===== config.mk =====
export PLATFORM = sky130hd
export DESIGN_NAME = tablet_record_deframer_decoder_core_flat
export DESIGN_NICKNAME = d
export VERILOG_FILES = /design/src/rtl/trdd_pkg.sv /design/src/rtl/trdd_if.sv /design/src/rtl/trdd_deframer.sv /design/src/rtl/trdd_decoder.sv /design/src/rtl/tablet_record_deframer_decoder_core.sv /design/src/flat_wrapper.sv
export SDC_FILE = /design/constraint.sdc
export NUM_CORES = 1
export LEC_CHECK = 0
export ABC_CLOCK_PERIOD_IN_PS = 4600
export BUFFER_PORTS_ARGS = -buffer_cell sky130_fd_sc_hd__buf_2
export CORE_ASPECT_RATIO = 1.5
export CORE_UTILIZATION = 40
export DETAILED_ROUTE_END_ITERATION = 10
export PLACE_DENSITY = 0.67
export SLEW_MARGIN = 5
export SYNTH_ARGS = -nofsm -noshare
export SYNTH_HDL_FRONTEND = slang
export SYNTH_SLANG_ARGS = --single-unit
export TNS_END_PERCENT = 1

===== constraint.sdc =====
create_clock -name clk -period 4.6 [get_ports clk]
set_input_delay 0.92 -clock clk [delete_from_list [all_inputs] [get_ports clk]]
set_output_delay 0.92 -clock clk [all_outputs]
set_load 0.02 [all_outputs]

===== src/rtl/trdd_pkg.sv =====
// ----------------------------------------------------------------------------
// trdd_pkg
// Shared types, tablet type codes and format tables for the tablet record
// deframer and decoder.
// ----------------------------------------------------------------------------
package trdd_pkg;

  localparam int MAX_RECORD = 17;
  localparam int FILL_W     = $clog2(MAX_RECORD + 1);
  localparam int IDX_W      = $clog2(MAX_RECORD);

  typedef logic [3:0] ttype_t;

  // Tablet type codes.
  localparam ttype_t TT_NONE        = 4'd0;
  localparam ttype_t TT_LOWRES_A    = 4'd1;
  localparam ttype_t TT_LOWRES_B    = 4'd2;
  localparam ttype_t TT_PRESSURE    = 4'd3;
  localparam ttype_t TT_TRACKER     = 4'd4;
  localparam ttype_t TT_NEWLOW_PROX = 4'd5;
  localparam ttype_t TT_HIRES_PROX  = 4'd6;
  localparam ttype_t TT_NEWLOW      = 4'd7;
  localparam ttype_t TT_HIRES       = 4'd8;
  localparam ttype_t TT_RESET       = TT_LOWRES_B;

  localparam logic [6:0]  KEY_SPACE = 7'o040;
  localparam logic [15:0] INPROX    = 16'h8000;

  typedef logic [6:0] rbyte_t;
  typedef rbyte_t [MAX_RECORD-1:0] rec_buf_t;

  // Deframer status toward the result stage.
  typedef struct packed {
    logic              pend;
    ttype_t            ttype;
    logic [FILL_W-1:0] fill;
  } frm_stat_t;

  typedef struct packed {
    logic [20:0] x_position;
    logic [20:0] y_position;
    logic [15:0] z_position;
    logic [15:0] azimuth;
    logic [15:0] pitch;
    logic [15:0] roll;
    logic [15:0] status_word;
    logic [6:0]  key_code;
    logic [4:0]  pen_pressure;
    logic [6:0]  x_tilt;
    logic [6:0]  y_tilt;
    logic [15:0] sample_count;
  } result_t;

  // Record length per tablet type; zero means the type ignores input.
  function automatic logic [FILL_W-1:0] rec_len(ttype_t t);
    logic [FILL_W-1:0] len;
    unique case (t)
      TT_LOWRES_A, TT_LOWRES_B, TT_NEWLOW_PROX, TT_NEWLOW: len = FILL_W'(5);
      TT_HIRES_PROX, TT_HIRES:                              len = FILL_W'(6);
      TT_PRESSURE:                                          len = FILL_W'(8);
      TT_TRACKER:                                           len = FILL_W'(17);
      default:                                              len = '0;
    endcase
    return len;
  endfunction

  function automatic logic [7:0] sync_mask(ttype_t t);
    logic [7:0] m;
    unique case (t)
      TT_NEWLOW_PROX, TT_NEWLOW: m = 8'o100;
      TT_LOWRES_A, TT_LOWRES_B, TT_PRESSURE, TT_TRACKER,
      TT_HIRES_PROX, TT_HIRES:   m = 8'o200;
      default:                   m = 8'h00;
    endcase
    return m;
  endfunction

endpackage


===== src/rtl/trdd_if.sv =====
// ----------------------------------------------------------------------------
// trdd channel interfaces
// Valid/ready channels for received bytes and for decoded records.
// ----------------------------------------------------------------------------
interface trdd_in_if;
  logic       valid;
  logic       ready;
  logic [7:0] rx_byte;

  modport source (output valid, output rx_byte, input ready);
  modport sink   (input valid, input rx_byte, output ready);
endinterface

interface trdd_out_if;
  logic        valid;
  logic        ready;
  logic [20:0] x_position;
  logic [20:0] y_position;
  logic [15:0] z_position;
  logic [15:0] azimuth;
  logic [15:0] pitch;
  logic [15:0] roll;
  logic [15:0] status_word;
  logic [6:0]  key_code;
  logic [4:0]  pen_pressure;
  logic [6:0]  x_tilt;
  logic [6:0]  y_tilt;
  logic [15:0] sample_count;

  modport source (output valid, output x_position, output y_position, output z_position,
                  output azimuth, output pitch, output roll, output status_word,
                  output key_code, output pen_pressure, output x_tilt, output y_tilt,
                  output sample_count, input ready);
  modport sink   (input valid, input x_position, input y_position, input z_position,
                  input azimuth, input pitch, input roll, input status_word,
                  input key_code, input pen_pressure, input x_tilt, input y_tilt,
                  input sample_count, output ready);
endinterface


===== src/rtl/trdd_deframer.sv =====
// ----------------------------------------------------------------------------
// trdd_deframer
// Stores received bytes into the record buffer, tracks the fill count and
// flags a complete record until the result stage takes it.
// ----------------------------------------------------------------------------
module trdd_deframer import trdd_pkg::*; (
  input  logic       clk,
  input  logic       rst_n,
  input  logic       byte_acc,
  input  logic [7:0] rx_byte,
  input  ttype_t     tablet_type,
  input  logic       advance,
  output rec_buf_t   rec_buf,
  output frm_stat_t  stat
);

  rec_buf_t          buf_r;
  logic [FILL_W-1:0] fill_r;
  logic [FILL_W-1:0] fill_nxt;
  logic              pend_r;
  logic              pend_nxt;
  ttype_t            ptype_r;

  logic [FILL_W-1:0] len;
  logic              active;
  logic              restart;
  logic [FILL_W-1:0] idx;
  logic              complete;
  logic              wr_en;

  always_comb begin
    len      = rec_len(tablet_type);
    active   = (len != '0);
    // A sync bit or a byte past a full record starts a new record.
    restart  = ((rx_byte & sync_mask(tablet_type)) != 8'h00) || (fill_r >= len);
    idx      = restart ? '0 : fill_r;
    fill_nxt = idx + FILL_W'(1);
    complete = byte_acc && active && (fill_nxt == len);
    wr_en    = byte_acc && active && (idx < FILL_W'(MAX_RECORD));
    if (complete) begin
      pend_nxt = 1'b1;
    end else if (advance) begin
      pend_nxt = 1'b0;
    end else begin
      pend_nxt = pend_r;
    end
  end

  always_ff @(posedge clk) begin
    if (!rst_n) begin
      fill_r <= '0;
      pend_r <= 1'b0;
    end else begin
      if (byte_acc && active) begin
        fill_r <= fill_nxt;
      end
      pend_r <= pend_nxt;
    end
  end

  always_ff @(posedge clk) begin
    if (wr_en) begin
      buf_r[idx[IDX_W-1:0]] <= rx_byte[6:0];
    end
    if (complete) begin
      ptype_r <= tablet_type;
    end
  end

  assign rec_buf    = buf_r;
  assign stat.pend  = pend_r;
  assign stat.ttype = ptype_r;
  assign stat.fill  = fill_r;

endmodule


===== src/rtl/trdd_decoder.sv =====
// ----------------------------------------------------------------------------
// trdd_decoder
// Slices a completed record into the result fields for its tablet format.
// ----------------------------------------------------------------------------
module trdd_decoder import trdd_pkg::*; (
  input  rec_buf_t    rec_buf,
  input  ttype_t      ttype,
  input  logic [6:0]  held_key,
  input  logic [15:0] sample_cnt,
  output result_t     res,
  output logic [6:0]  key_nxt
);

  logic [5:0]  v;
  logic [13:0] x14;
  logic [15:0] st;
  logic [4:0]  p;

  always_comb begin
    res         = '0;
    key_nxt     = held_key;
    v           = rec_buf[0][5:0];
    x14         = {rec_buf[1], rec_buf[2]};
    st          = '0;
    p           = rec_buf[0][6:2];
    unique case (ttype)
      TT_LOWRES_A, TT_LOWRES_B: begin
        st = rec_buf[0][6] ? INPROX : 16'h0000;
        // The button code starts at 037; codes from 040 up map two to a bit.
        if (v == 6'o37) begin
          st[0] = 1'b1;
        end else if (v > 6'o37) begin
          st[v[4:1]] = 1'b1;
        end
        if (x14 < 14'd256) begin
          st[15] = 1'b0;
        end
        res.x_position  = 21'(x14);
        res.y_position  = 21'({rec_buf[3], rec_buf[4]});
        res.status_word = st;
      end
      TT_PRESSURE: begin
        res.pen_pressure = p;
        res.status_word  = INPROX | 16'(p > 5'd16);
        res.x_position   = 21'({rec_buf[0][1:0], rec_buf[1], rec_buf[2]});
        res.y_position   = 21'({rec_buf[3][1:0], rec_buf[4], rec_buf[5]});
        res.x_tilt       = rec_buf[6];
        res.y_tilt       = rec_buf[7];
      end
      TT_TRACKER: begin
        // Each axis takes its top two bits from a shared extension byte.
        res.x_position  = 21'({rec_buf[9][1:0], rec_buf[3], rec_buf[4]});
        res.y_position  = 21'({rec_buf[9][3:2], rec_buf[5], rec_buf[6]});
        res.z_position  = {rec_buf[9][5:4], rec_buf[7], rec_buf[8]};
        res.azimuth     = {rec_buf[16][1:0], rec_buf[10], rec_buf[11]};
        res.pitch       = {rec_buf[16][3:2], rec_buf[12], rec_buf[13]};
        res.roll        = {rec_buf[16][5:4], rec_buf[14], rec_buf[15]};
        res.status_word = 16'({rec_buf[0], rec_buf[1]});
        if (rec_buf[2] != KEY_SPACE) begin
          key_nxt = rec_buf[2];
        end
        res.key_code = key_nxt;
      end
      TT_NEWLOW_PROX, TT_NEWLOW: begin
        res.status_word = INPROX | 16'(rec_buf[0][5:2]);
        // The two coordinate bytes overlap by one bit in this format.
        res.x_position  = 21'({6'b0, rec_buf[1]} | {rec_buf[2], 6'b0});
        res.y_position  = 21'({6'b0, rec_buf[3]} | {rec_buf[4], 6'b0});
      end
      TT_HIRES_PROX, TT_HIRES: begin
        res.x_position = 21'({rec_buf[0][1:0], rec_buf[1], rec_buf[2]});
        res.y_position = {rec_buf[3], rec_buf[4], rec_buf[5]};
        st = INPROX | 16'(p);
        if ((ttype == TT_HIRES_PROX) && p[4]) begin
          st[4]  = 1'b0;
          st[15] = 1'b0;
        end
        res.status_word = st;
      end
      default: begin
        res = '0;
      end
    endcase
    res.sample_count = sample_cnt + 16'd1;
  end

endmodule


===== src/rtl/tablet_record_deframer_decoder_core.sv =====
// ----------------------------------------------------------------------------
// tablet_record_deframer_decoder_core
// Deframes serial tablet bytes into records and decodes each record.
// ----------------------------------------------------------------------------
// One byte is accepted per clock while input is not held off. A byte that
// completes a record is stored in the record buffer and flagged pending; the
// decoder reads fixed buffer positions combinationally, and the result word
// is loaded into the output register once that register is free. Input is
// held off only while a decoded record waits behind a stalled output
// register. The tablet type register resets to 2; the user must write it
// only while no record is in flight, as the block does not enforce this.
// Types 0 and 9 to 15 consume bytes silently.
module tablet_record_deframer_decoder_core import trdd_pkg::*; (
  input  logic          clk,
  input  logic          rst_n,
  input  logic          cfg_we,
  input  logic [3:0]    cfg_wdata,
  trdd_in_if.sink       in_ch,
  trdd_out_if.source    out_ch
);

  ttype_t      ttype_r;
  rec_buf_t    rec_buf;
  frm_stat_t   stat;
  result_t     dec_res;
  logic [6:0]  key_dec;

  result_t     res_r;
  logic        out_valid_r;
  logic        out_valid_nxt;
  logic [15:0] cnt_r;
  logic [6:0]  key_r;

  logic        out_free;
  logic        load;
  logic        byte_acc;

  always_ff @(posedge clk) begin
    if (!rst_n) begin
      ttype_r <= TT_RESET;
    end else if (cfg_we) begin
      ttype_r <= cfg_wdata;
    end
  end

  assign out_free     = !out_valid_r || out_ch.ready;
  assign load         = stat.pend && out_free;
  assign in_ch.ready  = !stat.pend || out_free;
  assign byte_acc     = in_ch.valid && in_ch.ready;

  trdd_deframer u_deframer (
    .clk         (clk),
    .rst_n       (rst_n),
    .byte_acc    (byte_acc),
    .rx_byte     (in_ch.rx_byte),
    .tablet_type (ttype_r),
    .advance     (load),
    .rec_buf     (rec_buf),
    .stat        (stat)
  );

  trdd_decoder u_decoder (
    .rec_buf    (rec_buf),
    .ttype      (stat.ttype),
    .held_key   (key_r),
    .sample_cnt (cnt_r),
    .res        (dec_res),
    .key_nxt    (key_dec)
  );

  always_comb begin
    if (load) begin
      out_valid_nxt = 1'b1;
    end else if (out_ch.ready) begin
      out_valid_nxt = 1'b0;
    end else begin
      out_valid_nxt = out_valid_r;
    end
  end

  always_ff @(posedge clk) begin
    if (!rst_n) begin
      out_valid_r <= 1'b0;
      cnt_r       <= '0;
      key_r       <= '0;
    end else begin
      out_valid_r <= out_valid_nxt;
      if (load) begin
        cnt_r <= dec_res.sample_count;
        key_r <= key_dec;
      end
    end
  end

  always_ff @(posedge clk) begin
    if (load) begin
      res_r <= dec_res;
    end
  end

  assign out_ch.valid        = out_valid_r;
  assign out_ch.x_position   = res_r.x_position;
  assign out_ch.y_position   = res_r.y_position;
  assign out_ch.z_position   = res_r.z_position;
  assign out_ch.azimuth      = res_r.azimuth;
  assign out_ch.pitch        = res_r.pitch;
  assign out_ch.roll         = res_r.roll;
  assign out_ch.status_word  = res_r.status_word;
  assign out_ch.key_code     = res_r.key_code;
  assign out_ch.pen_pressure = res_r.pen_pressure;
  assign out_ch.x_tilt       = res_r.x_tilt;
  assign out_ch.y_tilt       = res_r.y_tilt;
  assign out_ch.sample_count = res_r.sample_count;

`ifndef SYNTHESIS
  a_fill_bound: assert property (@(posedge clk) disable iff (!rst_n)
    stat.fill <= FILL_W'(MAX_RECORD))
    else $error("fill count beyond record buffer");

  a_idle_ready: assert property (@(posedge clk) disable iff (!rst_n)
    !stat.pend |-> in_ch.ready)
    else $error("input held off with no record waiting");

  a_pend_kept: assert property (@(posedge clk) disable iff (!rst_n)
    stat.pend && out_ch.valid && !out_ch.ready |=> stat.pend)
    else $error("decoded record dropped while output stalled");

  a_count_step: assert property (@(posedge clk) disable iff (!rst_n)
    load |=> cnt_r == $past(cnt_r) + 16'd1)
    else $error("sample counter did not advance by one");
`endif

endmodule


===== src/flat_wrapper.sv =====
// flat-port wrapper written by rule: the top's interface ports become plain ports
module tablet_record_deframer_decoder_core_flat import trdd_pkg::*;
  (clk, rst_n, cfg_we, cfg_wdata, in_ch_valid, in_ch_rx_byte, in_ch_ready, out_ch_valid, out_ch_x_position, out_ch_y_position, out_ch_z_position, out_ch_azimuth, out_ch_pitch, out_ch_roll, out_ch_status_word, out_ch_key_code, out_ch_pen_pressure, out_ch_x_tilt, out_ch_y_tilt, out_ch_sample_count, out_ch_ready);
  trdd_in_if in_ch_i ();
  trdd_out_if out_ch_i ();
  input  logic clk;
  input  logic rst_n;
  input  logic cfg_we;
  input  logic [3:0] cfg_wdata;
  input wire logic [$bits(in_ch_i.valid)-1:0] in_ch_valid;
  input wire logic [$bits(in_ch_i.rx_byte)-1:0] in_ch_rx_byte;
  output wire logic [$bits(in_ch_i.ready)-1:0] in_ch_ready;
  output wire logic [$bits(out_ch_i.valid)-1:0] out_ch_valid;
  output wire logic [$bits(out_ch_i.x_position)-1:0] out_ch_x_position;
  output wire logic [$bits(out_ch_i.y_position)-1:0] out_ch_y_position;
  output wire logic [$bits(out_ch_i.z_position)-1:0] out_ch_z_position;
  output wire logic [$bits(out_ch_i.azimuth)-1:0] out_ch_azimuth;
  output wire logic [$bits(out_ch_i.pitch)-1:0] out_ch_pitch;
  output wire logic [$bits(out_ch_i.roll)-1:0] out_ch_roll;
  output wire logic [$bits(out_ch_i.status_word)-1:0] out_ch_status_word;
  output wire logic [$bits(out_ch_i.key_code)-1:0] out_ch_key_code;
  output wire logic [$bits(out_ch_i.pen_pressure)-1:0] out_ch_pen_pressure;
  output wire logic [$bits(out_ch_i.x_tilt)-1:0] out_ch_x_tilt;
  output wire logic [$bits(out_ch_i.y_tilt)-1:0] out_ch_y_tilt;
  output wire logic [$bits(out_ch_i.sample_count)-1:0] out_ch_sample_count;
  input wire logic [$bits(out_ch_i.ready)-1:0] out_ch_ready;
  assign in_ch_i.valid = in_ch_valid;
  assign in_ch_i.rx_byte = in_ch_rx_byte;
  assign in_ch_ready = in_ch_i.ready;
  assign out_ch_valid = out_ch_i.valid;
  assign out_ch_x_position = out_ch_i.x_position;
  assign out_ch_y_position = out_ch_i.y_position;
  assign out_ch_z_position = out_ch_i.z_position;
  assign out_ch_azimuth = out_ch_i.azimuth;
  assign out_ch_pitch = out_ch_i.pitch;
  assign out_ch_roll = out_ch_i.roll;
  assign out_ch_status_word = out_ch_i.status_word;
  assign out_ch_key_code = out_ch_i.key_code;
  assign out_ch_pen_pressure = out_ch_i.pen_pressure;
  assign out_ch_x_tilt = out_ch_i.x_tilt;
  assign out_ch_y_tilt = out_ch_i.y_tilt;
  assign out_ch_sample_count = out_ch_i.sample_count;
  assign out_ch_i.ready = out_ch_ready;
  tablet_record_deframer_decoder_core u_core (.clk(clk), .rst_n(rst_n), .cfg_we(cfg_we), .cfg_wdata(cfg_wdata), .in_ch(in_ch_i), .out_ch(out_ch_i));
endmodule

==> impl_metrics.yaml <==
worst_hold_path:
  whs_endpoint: "u_core.u_deframer.ptype_r[0]"
  hold_path.class: "reg -> reg"
  worstHoldStart: "u_core.ttype_r[0]"
  hold_path_depth: 0
timing:
  skew_ns: 0.01571
  rsz0062_at_grt: "false"
  fin_crit_sh: 0.8011
  hold_ws_ns: 0.4372
  clock.fmax_mhz: 271.4
  setup_violations: 0
  maxSlewViolCount: 0
  tns_ns: 0
  worst_slew_pin_slew_ns: 1.059
  finalHoldViolations: 0
  max_slew_margin: 0.2895
  fin_ws_ns: 0.9151
  period_minus_slack_ns: 3.685
run:
  max-cap-violations: 0
grt:
  grt_max_degree: 105
  grt_pass1_wl_mm: 41.59
  grt_overflow: 0
  grt_use_total: 0.1696
  grt_pass1_vias: 7410
  antenna_found_initial: 0
logic_synthesis:
  synth_cells: 893
  synth-edff-count: 280
  synthArstFlopShare: 0
  syn_area_um2: 12600
  synth_warnings: 0
  synth-seq-cells: 321
  synth_seq_area_share: 0.7326
  synth-main-ff-cell: "edfxtp_1"
  syn_area_per_cell_um2: 14.11
  synth.distinct_cells: 65
cells_and_area:
  layout-drive-gt1-share: 0.2288
  post-route-util: 0.4772
  finalNonFillerCells: 1489
  area_growth_pct: 17.57
  fin_area_um2: 14810
  diodes: 0
  num-nets-final: 1091
placement:
  globalplace.congestion: 0.8582
  postPlaceCellArea_um2: 13860
  portBuffers: 177
  dp.final_hpwl_mm: 19.11
  dp_slack_ns: 0.6626
  dp.cells: 1435
worst_setup_path:
  slowest_delay_ns: 0.61
  cp_cell_sequence: "ha_1 > a21o_1 > a31oi_1 > o21a_1 > nand2_1 > inv_1 > ha_1 > nand3_1 > xnor2_1 > nor4_1 > o21ai_0 > a221oi_1 > buf_4"
  criticalPathCategory: "reg -> reg"
  cp_common_cell: "ha_1"
  critPathSlowestCell: "dfxtp_1"
  cp-end-kind: "flop"
  critPathArrivalTime_ns: 3.96
  start_kind: "flop"
  path_max_fanout: 13
  rr_endpoint: "u_core.u_deframer.ptype_r[1]"
  cp_data_required_time_ns: 4.87
  r2r_cells: 13
  rrSetupSlack_ns: 0.92
  r2r-start: "u_core.u_deframer.fill_r[2]"
floorplanning:
  io_pins: 183
  die_w_um: 146.9
  fp-row-count: 79
  core_area_um2: 31040
  initial_core_util: 0.4059
  die-height_um: 219.3
  die-area_um2: 32220
clock_network:
  clk_latency_ns: 0.56
  post_cts_buffers: 0
  cts_max_path_buffers: 3
  cts.clk_slew.worst_paths_ns: 0.07
  ctsHtreeMaxLevel: 1
  post_cts_resized: 0
  cts_hold_buf: 0
  cts_tree: "built"
  cts_root_buf: "clkbuf_16"
  numCtsBuffers: 29
  clock_sinks: 321
drt:
  wire_per_inst_um: 18.66
  wirelength_mm: 27.79
  avgViaCountPerCell: 5.201
  drt-initial-drc-count: 600
  antenna_left: 0
  drc_errors: 0
  drt-pass1-iter-count: 8
  vias: 7744
outcome:
  status: "completed"
power_and_ir_drop:
  powerDensity_nw_per_um2: 403.1
  leakage_nw: 5.969
  ir_drop_mv: 0.2732
  finalPower_mw: 5.971
[layer usage]
metal,global-route usage,part of all wire,up-vias
met5,0,0,-
met4,0.09038,0.042,0
met3,0.02162,0.060,70
met2,0.3095,0.53,323
met1,0.1924,0.37,3708
li1,-,-,3643
[cell type report]
class | count | area (um^2)
Sequential cell | 321 | 9229
Clock buffer | 37 | 775.7
Timing Repair Buffer | 186 | 953.4
Clock inverter | 17 | 170.2
Tap cell | 405 | 506.7
Fill cell | 2689 | 16230
Inverter | 33 | 128.9
Multi-Input combinational cell | 490 | 3047
[sequential cells by signal, summed over array words and instances (netlist names), named ones only]
register,flops
u_core.out_ch.azimuth,16
u_core.out_ch.z_position,16
u_core.out_ch.pitch,16
u_core.out_ch.pen_pressure,5
u_core.u_deframer.ptype_r,4
u_core.out_ch.valid,1
u_core.u_deframer.rec_buf,117
u_core.out_ch.status_word,16
u_core.out_ch.y_position,21
u_core.key_r,7
u_core.u_deframer.fill_r,5
u_core.out_ch.x_position,16
u_core.out_ch.sample_count,16
u_core.out_ch.y_tilt,7
u_core.cnt_r,16
u_core.u_deframer.len,5
u_core.out_ch.x_tilt,7
u_core.u_deframer.pend_r,1
u_core.ttype_r,4
u_core.out_ch.roll,16
u_core.out_ch.key_code,7
[Yosys cell counts, types with 3 or more instances]
| cell | count | area, um^2 |
|---|---|---|
| edfxtp_1 | 280 | 8408 |
| nand2_1 | 76 | 285.3 |
| and3_1 | 68 | 425.4 |
| nor2_1 | 68 | 255.2 |
| dfxtp_1 | 41 | 820.8 |
| clkbuf_1 | 37 | 138.9 |
| and2_1 | 32 | 200.2 |
| inv_1 | 32 | 120.1 |
| a21oi_1 | 27 | 135.1 |
| a222oi_1 | 25 | 250.2 |
| o21ai_0 | 24 | 120.1 |
| xor2_1 | 21 | 183.9 |
| nor3_1 | 14 | 70.07 |
| ha_1 | 13 | 162.7 |
| nand3_1 | 12 | 60.06 |
| a22oi_1 | 11 | 82.58 |
| xnor2_1 | 11 | 96.34 |
| buf_2 | 8 | 40.04 |
| or3_1 | 7 | 43.79 |
| nand2b_1 | 6 | 37.54 |
| buf_4 | 5 | 37.54 |
| nor2b_1 | 5 | 31.28 |
| a221o_1 | 4 | 40.04 |
| mux2i_1 | 4 | 40.04 |
| nand4_1 | 4 | 25.02 |
| nor4_1 | 3 | 18.77 |
| o21ai_1 | 3 | 15.01 |
| o22ai_1 | 3 | 18.77 |
| o31ai_1 | 3 | 22.52 |
[power breakdown]
| group | switching, mW | leakage, nW | internal [mW] |
|---|---|---|---|
| clock | 1.02 | 0.472 | 1.36 |
| combinational | 0.228 | 2.43 | 0.0933 |
| sequential | 0.0455 | 3.07 | 3.22 |
[layout by cell type (no fill, tap or decap), types with 3 or more instances in the layout]
cell type  count
edfxtp_1     280
buf_2        177
nand2_1       76
and3_1        68
nor2_1        66
dfxtp_1       41
inv_1         32
and2_1        32
clkbuf_16     29
a21oi_1       27
a222oi_1      25
o21ai_0       24
xor2_1        21
nor3_1        14
ha_1          13
nand3_1       12
xnor2_1       11
a22oi_1       11
clkinv_2       9
buf_4          9
or3_1          7
nand2b_1       6
clkbuf_1       6
conb_1         5
a221o_1        4
nand4_1        4
mux2i_1        4
nor2b_1        4
clkinv_1       4
o21ai_1        3
o22ai_1        3
o31ai_1        3
bufinv_16      3
[worst max path at each step]
stage                                      from                      endpoint  slack, ns  cells past startpoint
floorplan                      in_ch_rx_byte[6]  u_core.u_deframer.ptype_r[0]       0.95                     12
global placement               in_ch_rx_byte[6]  u_core.u_deframer.ptype_r[0]       0.66                     13
detailed placement             in_ch_rx_byte[6]  u_core.u_deframer.ptype_r[1]       0.66                     13
CTS                 u_core.u_deframer.fill_r[2]  u_core.u_deframer.ptype_r[1]       0.90                     13
global route        u_core.u_deframer.fill_r[2]  u_core.u_deframer.ptype_r[1]       0.62                     13
finish              u_core.u_deframer.fill_r[2]  u_core.u_deframer.ptype_r[1]       0.92                     13
[worst max-delay path: cells and delay by family (launching register included)]
kind / cells / cell delay [ns]
AO/OA/AOI/OAI: 5 / 1.09
AND/OR/NAND/NOR: 3 / 0.55
adder cells (fa/ha/maj): 2 / 0.67
XOR/XNOR: 1 / 0.19
flip-flops: 1 / 0.61
buffers and inverters: 2 / 0.29
[kinds of logic (layout without fill, tap and decap cells)]
group	Yosys count	after routing	share of synthesized area
DFF	321	321	0.7326
and+or+nand+nor	316	316	0.1312
AOI/OAI and AO/OA	117	117	0.06536
buffers and inverters	86	273	0.02861
xor gates and xnor gates	33	33	0.02404
adders and majority gates	13	13	0.01291
muxes	6	6	0.004966
other	1	5	0.0002977
Note: power is estimated with default switching activity, not from simulation.
